--- src/lkc_pkg.sv ---
package lkc_pkg;

  // Build-time sizes
  localparam int NUM_POSITIONS  = 8;
  localparam int KEY_READ_BYTES = 4;

  // Request codes
  localparam logic [2:0] ACT_TICK       = 3'd0;
  localparam logic [2:0] ACT_POWER_ON   = 3'd1;
  localparam logic [2:0] ACT_BRIGHTNESS = 3'd2;
  localparam logic [2:0] ACT_DIGIT      = 3'd3;
  localparam logic [2:0] ACT_LED        = 3'd4;
  localparam logic [2:0] ACT_READ_KEYS  = 3'd5;

  // Frame bytes
  localparam logic [7:0] CMD_POWER_ON   = 8'h8F;
  localparam logic [7:0] CMD_BRIGHTNESS = 8'h88;
  localparam logic [7:0] CMD_WRITE      = 8'h44;
  localparam logic [7:0] ADDR_BASE      = 8'hC0;
  localparam logic [7:0] CMD_READ_KEYS  = 8'h42;
  localparam logic [7:0] BRIGHT_MAX     = 8'd7;

  typedef struct packed {
    logic [2:0] action;
    logic [2:0] position;
    logic [7:0] value;
    logic       dio_in;
  } req_t;

  typedef struct packed {
    logic       strobe_res;
    logic       serial_clock;
    logic       data_out;
    logic       data_drive;
    logic       busy_res;
    logic       key_valid;
    logic [3:0] key_code;
    logic [7:0] key_bits;
  } rsp_t;

  // Hex seven-segment patterns, segment a in bit 0
  function automatic logic [7:0] seg_of(input logic [3:0] digit);
    logic [7:0] seg;
    case (digit)
      4'h0: seg = 8'h3F;
      4'h1: seg = 8'h06;
      4'h2: seg = 8'h5B;
      4'h3: seg = 8'h4F;
      4'h4: seg = 8'h66;
      4'h5: seg = 8'h6D;
      4'h6: seg = 8'h7D;
      4'h7: seg = 8'h07;
      4'h8: seg = 8'h7F;
      4'h9: seg = 8'h6F;
      4'hA: seg = 8'h77;
      4'hB: seg = 8'h7C;
      4'hC: seg = 8'h39;
      4'hD: seg = 8'h5E;
      4'hE: seg = 8'h79;
      default: seg = 8'h71;
    endcase
    return seg;
  endfunction

endpackage

--- src/lkc_seq.sv ---
module lkc_seq
  import lkc_pkg::*;
(
  input  logic       clk,
  input  logic       rst,
  input  logic       advance,
  input  req_t       req,
  input  logic [7:0] ticks_per_phase,
  output rsp_t       res
);

  typedef enum logic [2:0] {
    ST_IDLE  = 3'd0,
    ST_CMD   = 3'd1,
    ST_GAP   = 3'd2,
    ST_ADDR  = 3'd3,
    ST_DATA  = 3'd4,
    ST_KCMD  = 3'd5,
    ST_KREAD = 3'd6
  } step_t;

  localparam logic [6:0] BYTE_BITS = 7'd8;
  localparam logic [6:0] READ_BITS = 7'(8 * KEY_READ_BYTES);

  step_t      step, step_next;
  logic [7:0] shift_byte, shift_byte_next;
  logic [7:0] pending_address, pending_address_next;
  logic [7:0] pending_data, pending_data_next;
  logic [5:0] bit_count, bit_count_next;
  logic [7:0] phase_ticks, phase_ticks_next;
  logic       clock_high, clock_high_next;
  logic [7:0] key_accumulator, key_accumulator_next;

  logic [7:0] tpp;
  logic [8:0] tick_sum;
  logic [6:0] bit_sum;
  logic [3:0] key_pos;
  logic [7:0] bright;
  logic       pos_ok;

  // Highest set bit plus one, zero when empty
  function automatic logic [3:0] code_of(input logic [7:0] bits);
    logic [3:0] code;
    code = 4'd0;
    for (int k = 0; k < 8; k++) begin
      if (bits[k]) code = 4'(k + 1);
    end
    return code;
  endfunction

  assign tpp    = (ticks_per_phase == 8'd0) ? 8'd1 : ticks_per_phase;
  assign bright = (req.value > BRIGHT_MAX) ? BRIGHT_MAX : req.value;
  assign pos_ok = {1'b0, req.position} < 4'(NUM_POSITIONS);

  always_comb begin
    step_next            = step;
    shift_byte_next      = shift_byte;
    pending_address_next = pending_address;
    pending_data_next    = pending_data;
    bit_count_next       = bit_count;
    phase_ticks_next     = phase_ticks;
    clock_high_next      = clock_high;
    key_accumulator_next = key_accumulator;
    tick_sum             = '0;
    bit_sum              = '0;
    key_pos              = '0;
    res                  = '0;

    // Start a request when idle
    if (step == ST_IDLE) begin
      unique case (req.action) inside
        ACT_POWER_ON: begin
          pending_address_next = '0;
          step_next            = ST_CMD;
          shift_byte_next      = CMD_POWER_ON;
        end
        ACT_BRIGHTNESS: begin
          pending_address_next = '0;
          step_next            = ST_CMD;
          shift_byte_next      = CMD_BRIGHTNESS | bright;
        end
        ACT_DIGIT, ACT_LED: begin
          if (pos_ok) begin
            if (req.action == ACT_DIGIT) begin
              pending_address_next = ADDR_BASE | {4'b0, req.position, 1'b0};
              pending_data_next    = seg_of(req.value[3:0]);
            end else begin
              pending_address_next = ADDR_BASE | {4'b0, req.position, 1'b1};
              pending_data_next    = {7'b0, req.value != 8'd0};
            end
            step_next       = ST_CMD;
            shift_byte_next = CMD_WRITE;
          end
        end
        ACT_READ_KEYS: begin
          key_accumulator_next = '0;
          step_next            = ST_KCMD;
          shift_byte_next      = CMD_READ_KEYS;
        end
        default: begin
        end
      endcase
      if (step_next != ST_IDLE) begin
        bit_count_next   = '0;
        phase_ticks_next = '0;
        clock_high_next  = 1'b0;
      end
    end

    // Pin levels for this tick
    res.busy_res = (step_next != ST_IDLE);
    if (step_next == ST_IDLE || step_next == ST_GAP) begin
      res.strobe_res   = 1'b1;
      res.serial_clock = 1'b0;
      res.data_out     = 1'b0;
      res.data_drive   = 1'b1;
    end else if (step_next == ST_KREAD) begin
      res.strobe_res   = 1'b0;
      res.serial_clock = clock_high_next;
      res.data_out     = 1'b0;
      res.data_drive   = 1'b0;
    end else begin
      res.strobe_res   = 1'b0;
      res.serial_clock = clock_high_next;
      res.data_out     = shift_byte_next[0];
      res.data_drive   = 1'b1;
    end

    // Advance the bit timing
    if (step_next == ST_GAP) begin
      step_next        = ST_ADDR;
      shift_byte_next  = pending_address_next;
      bit_count_next   = '0;
      phase_ticks_next = '0;
      clock_high_next  = 1'b0;
    end else if (step_next != ST_IDLE) begin
      tick_sum = {1'b0, phase_ticks_next} + 9'd1;
      phase_ticks_next = tick_sum[7:0];
      if (tick_sum >= {1'b0, tpp}) begin
        phase_ticks_next = '0;
        if (!clock_high_next) begin
          // Sample the data pin at the end of the low phase
          key_pos = {1'b0, bit_count_next[5:3]} + {1'b0, bit_count_next[2:0]};
          if (step_next == ST_KREAD && req.dio_in && !key_pos[3]) begin
            key_accumulator_next[key_pos[2:0]] = 1'b1;
          end
          clock_high_next = 1'b1;
        end else begin
          clock_high_next = 1'b0;
          bit_sum         = {1'b0, bit_count_next} + 7'd1;
          bit_count_next  = bit_sum[5:0];
          shift_byte_next = {1'b0, shift_byte_next[7:1]};
          if (bit_sum >= ((step_next == ST_KREAD) ? READ_BITS : BYTE_BITS)) begin
            unique case (step_next)
              ST_CMD: begin
                step_next      = (pending_address_next != 8'd0) ? ST_GAP : ST_IDLE;
                bit_count_next = '0;
              end
              ST_ADDR: begin
                step_next        = ST_DATA;
                shift_byte_next  = pending_data_next;
                bit_count_next   = '0;
                phase_ticks_next = '0;
                clock_high_next  = 1'b0;
              end
              ST_KCMD: begin
                step_next        = ST_KREAD;
                shift_byte_next  = '0;
                bit_count_next   = '0;
                phase_ticks_next = '0;
                clock_high_next  = 1'b0;
              end
              ST_KREAD: begin
                res.key_valid  = 1'b1;
                res.key_code   = code_of(key_accumulator_next);
                res.key_bits   = key_accumulator_next;
                step_next      = ST_IDLE;
                bit_count_next = '0;
              end
              default: begin
                step_next      = ST_IDLE;
                bit_count_next = '0;
              end
            endcase
          end
        end
      end
    end
  end

  // Hold sequencer state between transfers
  always_ff @(posedge clk) begin
    if (rst) begin
      step            <= ST_IDLE;
      shift_byte      <= '0;
      pending_address <= '0;
      pending_data    <= '0;
      bit_count       <= '0;
      phase_ticks     <= '0;
      clock_high      <= 1'b0;
      key_accumulator <= '0;
    end else if (advance) begin
      step            <= step_next;
      shift_byte      <= shift_byte_next;
      pending_address <= pending_address_next;
      pending_data    <= pending_data_next;
      bit_count       <= bit_count_next;
      phase_ticks     <= phase_ticks_next;
      clock_high      <= clock_high_next;
      key_accumulator <= key_accumulator_next;
    end
  end

  a_key_done_idle: assert property (@(posedge clk) disable iff (rst)
    (advance && res.key_valid) |=> (step == ST_IDLE))
    else $error("key read finished but sequencer not idle");

  a_gap_to_addr: assert property (@(posedge clk) disable iff (rst)
    (advance && step == ST_GAP) |=> (step == ST_ADDR && shift_byte == pending_address))
    else $error("gap tick not followed by address frame");

  a_read_quiet: assert property (@(posedge clk) disable iff (rst)
    (step == ST_KREAD) |-> (shift_byte == 8'd0))
    else $error("shift byte not empty while reading keys");

endmodule

--- src/led_keypad_serial_controller.sv ---
// Channel  | Signals                       | Transfer when
// ---------+-------------------------------+-----------------------------
// request  | req_valid, req_stall, req     | req_valid && !req_stall
// result   | rsp_valid, rsp_stall, rsp     | rsp_valid && !rsp_stall
// config   | cfg_valid, cfg_ready, cfg_data| cfg_valid && cfg_ready
//
// One request is one tick of the pin sequencer; its result is registered and
// appears the cycle after the transfer, so one tick is taken every cycle unless
// stalled. The single result register sets the rate: req_stall rises only while
// a held result is stalled. Synchronous reset idles the sequencer, empties the
// result register and sets ticks_per_phase to 1. Config writes are always ready.
module led_keypad_serial_controller
  import lkc_pkg::*;
(
  input  logic       clk,
  input  logic       rst,
  input  logic       req_valid,
  output logic       req_stall,
  input  req_t       req,
  output logic       rsp_valid,
  input  logic       rsp_stall,
  output rsp_t       rsp,
  input  logic       cfg_valid,
  output logic       cfg_ready,
  input  logic [7:0] cfg_data
);

  logic [7:0] ticks_per_phase;
  logic       advance;
  rsp_t       res;

  assign cfg_ready = 1'b1;
  assign req_stall = rsp_valid && rsp_stall;
  assign advance   = req_valid && !req_stall;

  // Hold the phase length register
  always_ff @(posedge clk) begin
    if (rst) begin
      ticks_per_phase <= 8'd1;
    end else if (cfg_valid && cfg_ready) begin
      ticks_per_phase <= cfg_data;
    end
  end

  lkc_seq u_seq (
    .clk             (clk),
    .rst             (rst),
    .advance         (advance),
    .req             (req),
    .ticks_per_phase (ticks_per_phase),
    .res             (res)
  );

  // Result register: load on each request transfer, drop once taken
  always_ff @(posedge clk) begin
    if (rst) begin
      rsp_valid <= 1'b0;
    end else if (advance) begin
      rsp_valid <= 1'b1;
    end else if (!rsp_stall) begin
      rsp_valid <= 1'b0;
    end
  end

  always_ff @(posedge clk) begin
    if (advance) begin
      rsp <= res;
    end
  end

  a_result_follows: assert property (@(posedge clk) disable iff (rst)
    advance |=> rsp_valid)
    else $error("request transfer produced no result");

  a_no_overwrite: assert property (@(posedge clk) disable iff (rst)
    (rsp_valid && rsp_stall) |-> !advance)
    else $error("request taken while result is stalled");

endmodule
--- config.mk ---
export PLATFORM = sky130hd
export DESIGN_NAME = led_keypad_serial_controller
export DESIGN_NICKNAME = d
export VERILOG_FILES = /design/src/lkc_pkg.sv /design/src/lkc_seq.sv /design/src/led_keypad_serial_controller.sv
export SDC_FILE = /design/constraint.sdc
export NUM_CORES = 1
export LEC_CHECK = 0
export BUFFER_PORTS_ARGS = -buffer_cell sky130_fd_sc_hd__buf_4
export CORE_AREA = 2 2 107 109
export DETAILED_ROUTE_END_ITERATION = 10
export DIE_AREA = 0 0 109 111
export SYNTH_ARGS = -nofsm -noshare
export SYNTH_HDL_FRONTEND = slang
export SYNTH_SLANG_ARGS = --single-unit
--- constraint.sdc ---
create_clock -name clk -period 6.7 [get_ports clk]
set_clock_uncertainty 0.2 [all_clocks]
set_input_delay 0.335 -clock clk [delete_from_list [all_inputs] [get_ports clk]]
set_output_delay 0.335 -clock clk [all_outputs]
set_load 0.05 [all_outputs]
* Word-level counts from Yosys, hierarchy flattened
Memories as Yosys holds them, arrays and structs flattened.
Index checks and enable logic that the tools add are counted.
** Word-level totals
- Bits in registers :: 77
- Bits in latches :: 0
- RAM bits :: 0
- ROM bits :: 112
- Input bits :: 28
- Output and inout bits :: 21
- Logic and storage cells :: 133
- Memories kept :: 1
** Cells by class
- Add/sub/neg operators :: 3
- Multipliers :: 0
- Divide/modulo/power cells :: 0
- $lt $le $gt $ge :: 5
- Eq/ne operators :: 11
- Shifts and indexed selects :: 0
- Multiplexer cells :: 66
- Bitwise operators :: 6
- Reductions and logical operators :: 22
** Memory list
- (no name shown) :: depth 16, bits a word 7, read ports 1, clocked after Yosys merged registers in 0, wr ports 0, line lkc_pkg.sv:44 : case (digit)
** Operators by type and width (count)
- 8-bit two-way mux :: 23
- 6-bit two-way mux :: 8
- 3-bit two-way mux :: 11
- 8-bit case mux with 2 select lines :: 2
- 8-bit case mux with 4 select lines :: 1
- 8-bit nonzero test :: 2
- 13-bit two-way mux :: 1
- 3-bit by 2-bit equality test with 1-bit output (second input constant) :: 4
- 3-bit equality test (second input constant) :: 4
- 1-bit two-way mux :: 12
- 8-bit by 1-bit adder with 9-bit output (second input constant) :: 1
- 9-bit by 8-bit >= comparator with 1-bit output :: 1
- 3-bit case mux with 3 select lines :: 1
- 8-bit by 3-bit greater-than comparator with 1-bit output (second input constant) :: 1
- 8-bit logical NOT :: 1
- 8-bit bitwise OR :: 1
- 6-bit by 1-bit adder with 7-bit output (second input constant) :: 1
- 7-bit >= comparator :: 1
- 7-bit two-way mux :: 1
- 7-bit OR reduction :: 1
- 3-bit by 1-bit equality test with 1-bit output (second input constant) :: 2
- 3-bit logical NOT :: 2
- 2-bit two-way mux :: 3
- 3-bit case mux with 2 select lines :: 1
- 15 further kinds :: 27

* Logic depth before layout (Yosys ltp)
- Depth in word-level cells :: 18
- Mapped depth :: 20
- Gate-level depth less buffers :: 17

* By module
From an unflattened synthesis, not the netlist that was laid out.
** Second synthesis, totals
- Cells, all modules :: 564
- Area, all modules :: 4636.9 um^2
** By module, submodules not included
- lkc_seq :: times used 1, cells an instance 513, area an instance 3753.6 um^2, seq. area each 1001.0 um^2
- led_keypad_serial_controller :: times used 1, cells an instance 51, area an instance 883.3 um^2, seq. area each 720.7 um^2

* Worst setup path before layout
OpenSTA, ideal clock, no wires.
- Path kind :: input -> register
- Start point :: in req[12] (netlist name)
- End point :: reg rsp[12] (netlist name), data pin
- Library setup time :: 0.257 ns
- Arrival :: 3.651 ns
- Required time :: 6.243 ns
- Slack :: 2.592 ns
- Cell stages on the path :: 17
- Buffers on the path :: 2
- Path through :: or3_1 nand3_2 clkbuf_1 and2_1 ha_1 nand2_1 nor2_1 xnor2_1 nor2_1 ha_1 a211oi_1 a31oi_1 a211oi_2 buf_2 inv_1 ha_1 nor3b_1
** On the way
- Longest elaborated chain between the ends :: 11
- Elaborated cells on any way between the ends :: 30
- Classes of those cells :: 2 x add/sub; 2 x order compare; 7 x eq/ne; 11 x mux; 4 x bitwise; 4 x reduce/logical
** RTL lines
- from (decl) :: line led_keypad_serial_controller.sv:19 : input req_t req,
- 3-bit by 2-bit equality test with 1-bit output (no source line), or another cell as far along
- 4-bit OR reduction (no source line)
- 3-bit case mux with 2 select lines (*) :: line lkc_seq.sv:71 : unique case (req.action) inside
- 3-bit two-way mux (*) :: line lkc_seq.sv:70 : if (step == ST_IDLE) begin
- 3-bit nonzero test :: line lkc_seq.sv:103 : if (step_next != ST_IDLE) begin
- 8-bit two-way mux or 6-bit two-way mux (tied branches) :: line lkc_seq.sv:103
- 8-bit two-way mux or 6-bit two-way mux (tied branches) :: line lkc_seq.sv:70
- 8-bit by 1-bit adder with 9-bit output or 6-bit by 1-bit adder with 7-bit output (tied branches) :: line lkc_seq.sv:137, lkc_seq.sv:150
- 9-bit by 8-bit >= comparator with 1-bit output or 7-bit >= comparator (tied branches) :: line lkc_seq.sv:139, lkc_seq.sv:153
- 1-bit NOT (no source line)
- 5-bit OR reduction (no source line)
- to (signal assigned) :: line led_keypad_serial_controller.sv:67 : rsp <= res;
- to (decl) :: line led_keypad_serial_controller.sv:22 : output rsp_t rsp,
Mark *: on every way between the ends. The rest lies on a longest branch, timed or not. The select of a mux whose other input is x is not followed.
A chain may end at the register's enable or synchronous reset.

* Final worst setup path
- Start point :: reg u_seq.step[1]
- End point :: reg rsp[11] (netlist name), data pin
** On the way
- Longest elaborated chain between the ends :: 9
- Elaborated cells on any way between the ends :: 27
- Classes of those cells :: 2 x add/sub; 2 x order compare; 2 x eq/ne; 12 x mux; 5 x bitwise; 4 x reduce/logical
** RTL lines
- from (decl) :: line lkc_seq.sv:25 : step_t step, step_next;
- from (signal assigned) :: line lkc_seq.sv:203 : step <= step_next;
- 3-bit case mux with 2 select lines :: line lkc_seq.sv:71
- 3-bit two-way mux :: line lkc_seq.sv:70
- 3-bit nonzero test :: line lkc_seq.sv:103
- 8-bit two-way mux or 6-bit two-way mux (tied branches) :: line lkc_seq.sv:103
- 8-bit two-way mux or 6-bit two-way mux (tied branches) :: line lkc_seq.sv:70
- 8-bit by 1-bit adder with 9-bit output or 6-bit by 1-bit adder with 7-bit output (tied branches) :: line lkc_seq.sv:137, lkc_seq.sv:150
- 9-bit by 8-bit >= comparator with 1-bit output or 7-bit >= comparator (tied branches) :: line lkc_seq.sv:139, lkc_seq.sv:153
- 1-bit NOT (no source line)
- 6-bit OR reduction (no source line)
Several ways; a longest one is shown, not always the timed one. The select of a mux whose other input is x is not followed.

==> run summary <==
vias per cell: 6.109
slowest CP cell: dfxtp_1
reg-to-reg setup timing slack: 1.91 ns
Largest delay share family, worst path: simple AND/OR/NAND/NOR gates
min-delay worst type: input port to register
port bufs: 47
Worst-Margin Slew: 0.8394 ns
Global Route Usage Sum: 0.2323
ys async rst share: 0
Core Area: 11080 sq um
DRT Pass-1 Iters: 6
Util after Layout: 0.5043
Power per Cell Area: 212.1 nW/um^2
chip height: 111 microns
most frequent cell after synthesis: nor2_1
antenna cell count: 0
vias in the first global route: 4453
Total Power: 1185 uW
placed cells: 756
Synth Register Bits: 76
Worst Setup Start Kind: register
worst slew margin relative to its limit: 0.4404
placed cell areas: 5303 sq um
layout cells sized above 1: 0.1383
CTS tree: built
Most Crowded Layer GR: met2
Layout area overhead: 13.90%
cell leakage power: 0.002167 uW
Avg Cell Area, Syn: 8.175 sq um
period utilization: 0.7151
Yosys top cell area share: 0.2408
Crit. End Element: register
Die W: 109 microns
final RePlAce weighted congestion: 0.9249
gr ovfl total: 0
Fin. Hold Viols: 0
hold_buf cts: 0
adder-cell share of the synthesized area: 0.06020
r2r startpoint: u_seq.step[1]
Setup Fix Bufs, Post-CTS: 0
post-synthesis mux area share: 0.02296
Clock Tree Buf Depth: 2
Sink Count: 76
Yosys warning total: 0
Final #Nets: 675
RSZ-0062 raised after global routing: no
post-detailed-routing wire length: 13680 microns
crit path cell chain: nor3_4 > buf_4 > nand3_2 > and2_1 > ha_1 > nand2_1 > nor2_1 > xnor2_1 > nor2_1 > ha_1 > a211oi_1 > a31oi_1 > a211oi_2 > buf_4 > nor4_1 > buf_4 > and2_1
largest stage delay on the critical path: 0.48 ns
std cell rows: 39
Cells after Synth: 600
DR DRC count: 0
synth unique cells: 78
fmax: 0.2087 GHz
status: finished, final reports clean
CTS resizes: 0
DPL Wire Length: 9796 microns
Synthesized Nets: 651
sequential-to-total area share from yosys stat: 0.3449
routed vias: 4716
worst setup path startpoint: u_seq.step[1]
Initial Utilization: 0.4428
synthesized area: 4905 sq um
setup TNS: 0 ns
Starting DRT DRC Count: 500
Die ar.: 12100 sq um
initial antenna violation count: 0
Synth Area in Compound Gates: 0.2497
Worst EP required: 6.59 ns
met3 usage: 0.03351
clock-pin transition on the worst setup and hold timing paths: 0.06 ns
H-tree levels: 3
area share of and/or/nand/nor cells after synthesis: 0.2520
top post-synthesis cells by count: 64 x nor2_1, 61 x nand2_1, 59 x dfxtp_1
worst vdd ir: 0.1060 mV
Crit path top cell by count: buf_4
final setup fails: 0
final instance area: 5587 sq um
first-pass GRT wire length: 22380 microns
critical path buffer and inverter count: 3
met2 GRT Util: 0.3689
CTS Buf Count: 9
met1 usage: 0.3248
Synth area leaders: dfxtp_1 24%, edfxtp_1 10%, ha_1 5.6%
Root Buffer: clkbuf_16
Synth Area in XOR/XNOR: 0.01607
largest net degree at the start of global routing: 52
CP Data Arrival Time: 4.68 ns
Layout Cells excl Fill: 772
Final Slew Violations: 0
Post-synth top flop: dfxtp_1
crit path time final: 4.791 ns
number of synthesized flops with an enable pin: 17
main combinational cell family by area after synthesis: simple AND/OR/NAND/NOR gates
Clk Latency, worst-skew pair: 0.33 ns
path type of the worst setup path: register to register
post-route ant nets: 0
Min-Delay Startpoint: req_valid
Critical Path Fanout Max: 22
area leader, netlist: dfxtp_1
io pins: 49
routed len/inst: 17.72 microns
total of max-cap violations: 0
-- per-layer routing --
metal	wire length, microns	vias up
met5	0	-
met3	780	22
li1	-	2287
met1	6343	2214
met4	208	0
met2	6344	193
-- placed cells by master, fill, tap and decap left out, drive strengths merged, types with 7 or more instances in the layout --
cell type,synthesis,routed
nor3,19,19
a22oi,7,7
nand2,62,62
dfxtp,59,59
and2,17,17
edfxtp,17,17
a21oi,39,39
a31oi,14,14
buf,14,52
and3,9,9
or3,8,8
ha,22,22
nand3b,8,8
a32oi,7,7
nor2,64,64
inv,22,25
mux2i,9,9
a211oi,10,10
o21ai,30,30
clkbuf,25,9
nand3,17,17
-- cells by family after synthesis --
logic type	Yosys count
multiplexers	11
AO/OA/AOI/OAI	173
AND/OR/NAND/NOR	244
other	1
flip-flops	76
buffers and inverters	63
adder cells (fa/ha/maj)	23
XOR/XNOR	9
-- stage by stage --
step                hold WS (ns)  worst slack (ns)
finish                   0.01993             1.909
global route             0.01944             1.597
CTS                      0.01084             2.020
detailed placement        0.2646             2.014
global placement          0.2607             2.151
floorplan                 0.2364             2.592
-- layout make-up --
cell class / count / area, sq um
Clock buffer: 9 / 225.2
Multi-Input combinational cell: 461 / 2952
Clock inverter: 7 / 58.81
Tap cell: 143 / 178.9
Timing Repair Buffer: 52 / 390.4
Sequential cell: 76 / 1692
Fill cell: 1051 / 5490
Inverter: 24 / 90.09
-- worst paths after layout --
path | to | cells past startpoint
hold / removal | rsp_valid | 2
hold reg to reg | u_seq.key_accumulator[0] | 2
setup / recovery | rsp[11] | 17
setup reg to reg | rsp[11] | 17
-- registers in the layout, indices dropped and copies added, names as in the netlist --
name,cells
ticks_per_phase,8
u_seq.key_accumulator,8
u_seq.bit_count,6
rsp_valid,1
u_seq.step,3
u_seq.pending_address,8
rsp,17
u_seq.clock_high,1
u_seq.pending_data,8
u_seq.phase_ticks,8
u_seq.shift_byte,8
-- report_power, final --
part	internal, uW	switching (uW)	total [uW]
clock	257	206	463
sequential	485	15.1	500
combinational	73.2	148	221
-- worst reg2reg max path, delay by kind of cell, from the launching register on --
family / cells / cell delay, ns
adder cells (fa/ha/maj): 2 / 0.60
XOR/XNOR: 1 / 0.15
buffers and inverters: 3 / 0.77
AO/OA/AOI/OAI: 3 / 0.88
flip-flops: 1 / 0.48
AND/OR/NAND/NOR: 8 / 1.49
No activity file was read; power rests on OpenSTA's default activity.
